<file path="src/rtl/m64ieu_pkg.sv">
// Shared types and helpers for the 64-bit integer execute unit.
// Holds the opcode encoding, the execute result bundle and sign-extension helpers.
// No dependencies.
package m64ieu_pkg;

    localparam int unsigned XLEN     = 64;
    localparam int unsigned REG_CNT  = 32;
    localparam int unsigned REG_AW   = 5;
    localparam int unsigned OP_W     = 6;
    localparam int unsigned IMM_W    = 16;
    localparam int unsigned IN_DW    = 40;
    localparam int unsigned OUT_DW   = 200;

    // Dense opcode numbering of the decoded instruction stream.
    typedef enum logic [OP_W-1:0] {
        OP_NOP    = 6'd0,
        OP_SLL    = 6'd1,
        OP_SRL    = 6'd2,
        OP_SRA    = 6'd3,
        OP_DSLL   = 6'd4,
        OP_DSRL   = 6'd5,
        OP_DSRA   = 6'd6,
        OP_DSLL32 = 6'd7,
        OP_DSRL32 = 6'd8,
        OP_DSRA32 = 6'd9,
        OP_SLLV   = 6'd10,
        OP_SRLV   = 6'd11,
        OP_SRAV   = 6'd12,
        OP_DSLLV  = 6'd13,
        OP_DSRLV  = 6'd14,
        OP_DSRAV  = 6'd15,
        OP_ADD    = 6'd16,
        OP_ADDU   = 6'd17,
        OP_SUB    = 6'd18,
        OP_SUBU   = 6'd19,
        OP_AND    = 6'd20,
        OP_OR     = 6'd21,
        OP_XOR    = 6'd22,
        OP_NOR    = 6'd23,
        OP_SLT    = 6'd24,
        OP_SLTU   = 6'd25,
        OP_DADD   = 6'd26,
        OP_DADDU  = 6'd27,
        OP_DSUB   = 6'd28,
        OP_DSUBU  = 6'd29,
        OP_ADDI   = 6'd30,
        OP_ADDIU  = 6'd31,
        OP_SLTI   = 6'd32,
        OP_SLTIU  = 6'd33,
        OP_ANDI   = 6'd34,
        OP_ORI    = 6'd35,
        OP_XORI   = 6'd36,
        OP_LUI    = 6'd37,
        OP_DADDI  = 6'd38,
        OP_DADDIU = 6'd39,
        OP_MFHI   = 6'd40,
        OP_MFLO   = 6'd41,
        OP_MTHI   = 6'd42,
        OP_MTLO   = 6'd43,
        OP_MULT   = 6'd44,
        OP_MULTU  = 6'd45
    } t_op;

    // What one instruction does to the architectural state.
    typedef struct packed {
        logic              gpr_we;
        logic [REG_AW-1:0] gpr_idx;
        logic [XLEN-1:0]   gpr_val;
        logic              hi_we;
        logic [XLEN-1:0]   hi_val;
        logic              lo_we;
        logic [XLEN-1:0]   lo_val;
        logic              bad_op;
    } t_exec_res;

    // Sign-extend the low word of a 64-bit value.
    function automatic logic [XLEN-1:0] sext32(input logic [XLEN-1:0] v);
        return {{32{v[31]}}, v[31:0]};
    endfunction

    // Sign-extend a 16-bit immediate.
    function automatic logic [XLEN-1:0] sext16(input logic [IMM_W-1:0] v);
        return {{(XLEN-IMM_W){v[IMM_W-1]}}, v};
    endfunction

endpackage

</file>
<file path="src/rtl/m64ieu_regfile.sv">
// General register file of the execute unit: 32 x 64-bit memory, two read ports.
// Read data is registered; a write-valid bit per entry makes unwritten entries read zero,
// and the last write is forwarded to a read issued on the same edge. Uses m64ieu_pkg.
module m64ieu_regfile (
    input  logic                             i_clk,
    input  logic                             i_rst_n,
    input  logic                             i_rd_en,
    input  logic [m64ieu_pkg::REG_AW-1:0]    i_rd_addr_a,
    input  logic [m64ieu_pkg::REG_AW-1:0]    i_rd_addr_b,
    input  logic                             i_wr_en,
    input  logic [m64ieu_pkg::REG_AW-1:0]    i_wr_addr,
    input  logic [m64ieu_pkg::XLEN-1:0]      i_wr_data,
    output logic [m64ieu_pkg::XLEN-1:0]      o_rd_data_a,
    output logic [m64ieu_pkg::XLEN-1:0]      o_rd_data_b
);
    import m64ieu_pkg::*;

    logic [XLEN-1:0]    r_mem [REG_CNT];
    logic [REG_CNT-1:0] r_valid;
    logic [XLEN-1:0]    r_rd_a;
    logic [XLEN-1:0]    r_rd_b;
    logic               r_vld_a;
    logic               r_vld_b;
    logic [REG_AW-1:0]  r_addr_a;
    logic [REG_AW-1:0]  r_addr_b;
    logic               r_fwd_en;
    logic [REG_AW-1:0]  r_fwd_addr;
    logic [XLEN-1:0]    r_fwd_data;

    // Memory write and registered reads.
    always_ff @(posedge i_clk) begin
        if (i_wr_en) begin
            r_mem[i_wr_addr] <= i_wr_data;
        end
        if (i_rd_en) begin
            r_rd_a   <= r_mem[i_rd_addr_a];
            r_rd_b   <= r_mem[i_rd_addr_b];
            r_addr_a <= i_rd_addr_a;
            r_addr_b <= i_rd_addr_b;
        end
        if (i_wr_en) begin
            r_fwd_addr <= i_wr_addr;
            r_fwd_data <= i_wr_data;
        end
    end

    // Per-entry written flags and the forwarding flag.
    always_ff @(posedge i_clk) begin
        if (!i_rst_n) begin
            r_valid  <= '0;
            r_vld_a  <= 1'b0;
            r_vld_b  <= 1'b0;
            r_fwd_en <= 1'b0;
        end else begin
            if (i_wr_en) begin
                r_valid[i_wr_addr] <= 1'b1;
                r_fwd_en           <= 1'b1;
            end
            if (i_rd_en) begin
                r_vld_a <= r_valid[i_rd_addr_a];
                r_vld_b <= r_valid[i_rd_addr_b];
            end
        end
    end

    // The most recent write wins over the memory copy, which may predate it.
    always_comb begin
        if (r_fwd_en && (r_fwd_addr == r_addr_a)) begin
            o_rd_data_a = r_fwd_data;
        end else begin
            o_rd_data_a = r_vld_a ? r_rd_a : '0;
        end
        if (r_fwd_en && (r_fwd_addr == r_addr_b)) begin
            o_rd_data_b = r_fwd_data;
        end else begin
            o_rd_data_b = r_vld_b ? r_rd_b : '0;
        end
    end

endmodule

</file>
<file path="config.mk">
export PLATFORM = sky130hd
export DESIGN_NAME = m64ieu_regfile
export DESIGN_NICKNAME = d
export VERILOG_FILES = /design/src/rtl/m64ieu_pkg.sv /design/src/rtl/m64ieu_regfile.sv
export SDC_FILE = /design/constraint.sdc
export NUM_CORES = 2
export LEC_CHECK = 0
export BUFFER_PORTS_ARGS = -buffer_cell sky130_fd_sc_hd__buf_2
export CAP_MARGIN = 40
export CORE_ASPECT_RATIO = 0.7
export CORE_MARGIN = 2
export CORE_UTILIZATION = 40
export DETAILED_ROUTE_END_ITERATION = 16
export HOLD_SLACK_MARGIN = 0.1
export MAX_ROUTING_LAYER = met4
export PLACE_DENSITY = 0.52
export RECOVER_POWER = 50
export SLEW_MARGIN = 20
export SYNTH_ARGS = -nofsm -noshare
export SYNTH_HDL_FRONTEND = slang
export SYNTH_SLANG_ARGS = --single-unit
export TNS_END_PERCENT = 5
</file>
<file path="constraint.sdc">
create_clock -name i_clk -period 11 [get_ports i_clk]
set_input_delay 1.1 -clock i_clk [delete_from_list [all_inputs] [get_ports i_clk]]
set_output_delay 1.1 -clock i_clk [all_outputs]
set_load 0.02 [all_outputs]
</file>
## Yosys cells after proc, flatten, opt, wreduce, memory -nomap -nowiden

Memories as Yosys holds them, arrays and structs flattened. A register that Yosys moved wholly into a read port is not among the register bits.
Cells that the tools add are included.

- Bits in registers: 114
- Memory bits (writable): 2048
- Output and inout bits: 128
- Memories kept: 1

Memory list:

| memory | depth | width | read ports | clocked after memory_dff | write ports | RTL line | text |
|---|---|---|---|---|---|---|---|
| r_mem | 32 | 64 | 2 | 2 | 1 | m64ieu_regfile.sv:18 | `logic [XLEN-1:0] r_mem [REG_CNT];` |

- Order comparisons: 4
- Eq/ne operators: 2
- Multiplexer cells: 12
- Bitwise logic cells: 1
- Reductions and logical operators: 3

Operator list:

| kind | count |
|---|---|
| two-way mux 64 bit | 4 |
| OR 32 bit | 1 |
| < comparator 5 x 6 -> 1 bit (second input constant) | 3 |
| binary-select mux 1 bit (select 5 bit) | 2 |
| == test 5 bit | 2 |
| demux 1 bit (select 5 bit) | 1 |
| greater-or-equal comparator 5 x 1 -> 1 bit (second input constant) | 1 |
| two-way mux 1 bit | 5 |
| logical AND 1 bit | 3 |

## Depth between registers and ports, before layout

- Depth in word-level cells: 5
- Depth in mapped cells: 8
- Mapped depth without buffers: 4

## Worst setup path before layout

Ideal clock, no wire load.

- Kind: input to register
- From: in i_wr_addr[0] (netlist bit)
- To: mem r_mem[12][0], enable pin
- Arrival time: 4.467 ns
- Data required time: 10.512 ns
- Setup slack: 6.045 ns
- Stages on the path: 3
- Buffers on the path: 1
- Path through: or3b_2 -> clkbuf_1 -> nor2_1

RTL lines:

| what | RTL line | text |
|---|---|---|
| start: declaration | m64ieu_regfile.sv:11 | `input logic [m64ieu_pkg::REG_AW-1:0] i_wr_addr,` |
| end: declaration | m64ieu_regfile.sv:18 |  |

No word-level cell before the write port.

## Worst setup path in the final report

- From: in i_rd_en
- To: reg r_rd_a[52], read port of r_mem, enable pin

RTL lines:

| what | RTL line | text |
|---|---|---|
| start: declaration | m64ieu_regfile.sv:7 | `input logic i_rd_en,` |
| end: declaration | m64ieu_regfile.sv:20 | `logic [XLEN-1:0] r_rd_a;` |

No word-level cell between the ends.

==> run metrics <==
status complete, but fails checks; failing checks max-capacitance violations, max-slew violations; Starting Density about two fifths; die height roughly 430 µm; number of routed nets with antenna violations 0; global-route wire length before repair between 400000 and 500000 µm; Setup TNS 0 ns; vias in the first global route 54990; Synth cell types 37; clk_lat worst skew between 0.8 and 0.9 ns; Reg clk slew, reported paths approximately 0.06 ns; pin count of the biggest net entering global routing 120; Cell Area, Synth 103500 µm²; Multi-input gate area 33490 µm²; Logic pwr share ~8.0%; crit path time final ~7.2 ns; port bufs 210; Bufs on Longest Clock Path 4; Reg-to-Reg Start r_mem[11][39]; Seq/Total Area, Yosys between 60 and 70%; cells on worst reg2reg path 3; hold path depth 1; drt pass-1 iters 6; Synth Register Bits 2290; worst hold path endpoint r_valid[28]; Crit Path Max Fanout 56; Crit Path Category in -> reg; WL per Instance slightly below 40 µm; slowest stage cell, crit path clkbuf_1; layout cell share with drive strength beyond 1 39.34%; worst path bufs/invs 3; num rows approximately 160; Final Max Slew Viols 920; EDFF count, synth ~2300; Clock power frac between 40% and 50%; Hold Vio Cnt, Final 0; Post-Route WL between 300000 and 400000 µm; synthesized instance count between 4000 and 5000; VDD IR max 0.1231 mV; Worst path top cell family by delay buffers and inverters; CTS buffer count roughly 230; most frequent cells in the layout edfxtp_1 (2255), mux4_2 (1229), clkbuf_16 (235), mux2i_1 (229), clkbuf_1 (145); critical hold path startpoint r_valid[28]; Sink Count between 2000 and 2500; main area contributors after synthesis edfxtp_1 (65%), mux4_2 (27%), mux2i_1 (2.2%); Routability Congestion roughly 0.76; P_leak 36.71 nW; R2R setup slack roughly 9.0 ns; CP cell instances clkbuf_1 > clkbuf_1 > buf_4; htree depth 4; CTS Hold Bufs 0; die width roughly 600 µm; RSZ-0062 raised after global routing no; Layout Utilization 45.50%; Initial DRC Count 7158; Core Region between 200000 and 300000 µm²; worst path arrival time ~7.7 ns; worst hold-check path type reg -> reg; I/O pins between 200 and 250; Power Density roughly 160 nW/µm²; critical path required time roughly 11 ns; FFs w/ async S/R, synth 0%; share of the synthesized area in the top cell type between 60 and 70%; CTS tree built; DP Wirelength around 180000 µm; commonest non-fill, non-tap cell in the layout edfxtp_1; Setup crit start kind input pin; overall die area approximately 260000 µm²; relative slew slack -346.2%; sequential cell area a little under 70000 µm²; Flop pwr share 51.2%; skew final around 0.046 ns; Global Route Usage Sum approximately a quarter; syn_nets roughly 4700; via count around 55000; Root Driver clkbuf_16; Setup violations, final 0; Worst R2R End r_rd_b[39]; hold slack just under 0.5 ns; commonest register cell after synthesis edfxtp_1; # Post-CTS Setup Buffers 0; CP endpoint kind flop; total grt overflow 0; Area Growth Syn to Fin 13.31%; initial antenna violation count 20; Syn Area/Cell about 22 µm²; Net Sw Frac 22.54%; final worst path period share 65.76%; DRC errors left 0; Max-Cap Viols 30; CP dominant cell by count clkbuf_1; Pint 14.90 mW; Worst setup startpoint i_rd_en; fill count 21480; CTS resizes 0; Final #Nets 5004; achievable frequency ~140 MHz; dominant cell type by area after synthesis edfxtp_1; switching power 4.337 mW; Worst Tran Pin Value 6.692 ns; CP max stage delay 3.80 ns; Synth warnings 0; Avg Vias per Cell roughly 6.4
-- power groups by stage --
stage | combinational, mW | sequential, mW | clock, mW
6_report | 1.55 | 9.85 | 7.84
5_1_grt | 1.63 | 9.86 | 8.32
4_1_cts | 1.55 | 9.84 | 7.99
3_5_place_dp | 1.55 | 10.0 | 0
3_3_place_gp | 1.52 | 10.0 | 0
2_1_floorplan | 0.966 | 10.0 | 0
-- how the worst max path moves through the flow --
stage	end	depth (start not counted)
floorplan	r_mem[12][0]	3
global placement	r_mem[1][46]	5
finish	r_rd_a[52]	3
CTS	o_rd_data_b[23]	7
detailed placement	r_rd_a[35]	6
global route	r_rd_a[52]	3
-- registers in the layout, summed over array words and instances, names as in the netlist, 5 cells and up --
| signal | flops |
|---|---|
| r_fwd_addr | 5 |
| r_valid | 32 |
| r_rd_a | 64 |
| r_mem | 2048 |
| r_addr_a | 5 |
| r_fwd_data | 64 |
| r_rd_b | 64 |
| r_addr_b | 5 |
-- kinds of logic after synthesis --
group,count (synthesis),share of synthesized area [%]
flip-flops,2290,66.09
multiplexers,1575,30.22
buffers and inverters,416,1.778
AND/OR/NAND/NOR,203,0.8194
AO/OA/AOI/OAI,141,1.008
XOR/XNOR,10,0.08461
-- cells in the mapped netlist, types with 2 or more instances --
library cell and count:
nand3b_1 5, mux4_2 1229, or2_2 2, nand2_1 137
buf_2 106, o22ai_1 49, clkbuf_1 176, nor2b_1 7
o21a_1 35, nand2b_1 6, xor2_1 8, a221o_1 16
nor4_1 2, buf_1 33, nand3_1 2, buf_4 33
or3b_2 3, a21o_1 31, mux2i_1 229, xnor2_1 2
buf_6 3, inv_1 65, mux2_2 117, nor2_1 36
and3_1 2, edfxtp_1 2255, dfxtp_1 35, a221oi_1 2
-- layout make-up --
| type | instances | share of cell area (%) |
|---|---|---|
| tap | 3476 | 3.707 |
| inverter | 65 | 0.2080 |
| clock inverter | 125 | 1.003 |
| clock buffer | 292 | 5.195 |
| multi-input combinational | 1929 | 28.55 |
| timing repair buffer | 403 | 3.002 |
| sequential | 2290 | 58.33 |
| antenna | 3 | 0.006400 |
-- per-layer routing --
layer	routed length (µm)	up-vias	part of all wire, %	GRT usage (%)
met4	7050	0	2.1	4.955
met5	0	-	0	-
li1	-	20960	-	-
met2	158000	2563	47	39.87
met3	23810	445	7.1	3.571
met1	145800	30710	44	37.93
-- stage by stage --
| step | cells | instance area (µm²) | worst slack, ns | power [mW] |
|---|---|---|---|---|
| 4_1_cts | 8569 | 117400 | 5.660 | 19.38 |
| 5_1_grt | 8582 | 117300 | 3.636 | 19.82 |
| 3_5_place_dp | 8152 | 110100 | 5.918 | 11.58 |
| 2_1_floorplan | 4635 | 103500 | 6.045 | 10.97 |
| 6_report | 8583 | 117300 | 3.767 | 19.24 |
| 3_3_place_gp | 8102 | 108900 | 5.580 | 11.55 |
(Power assumes the default switching activity.)
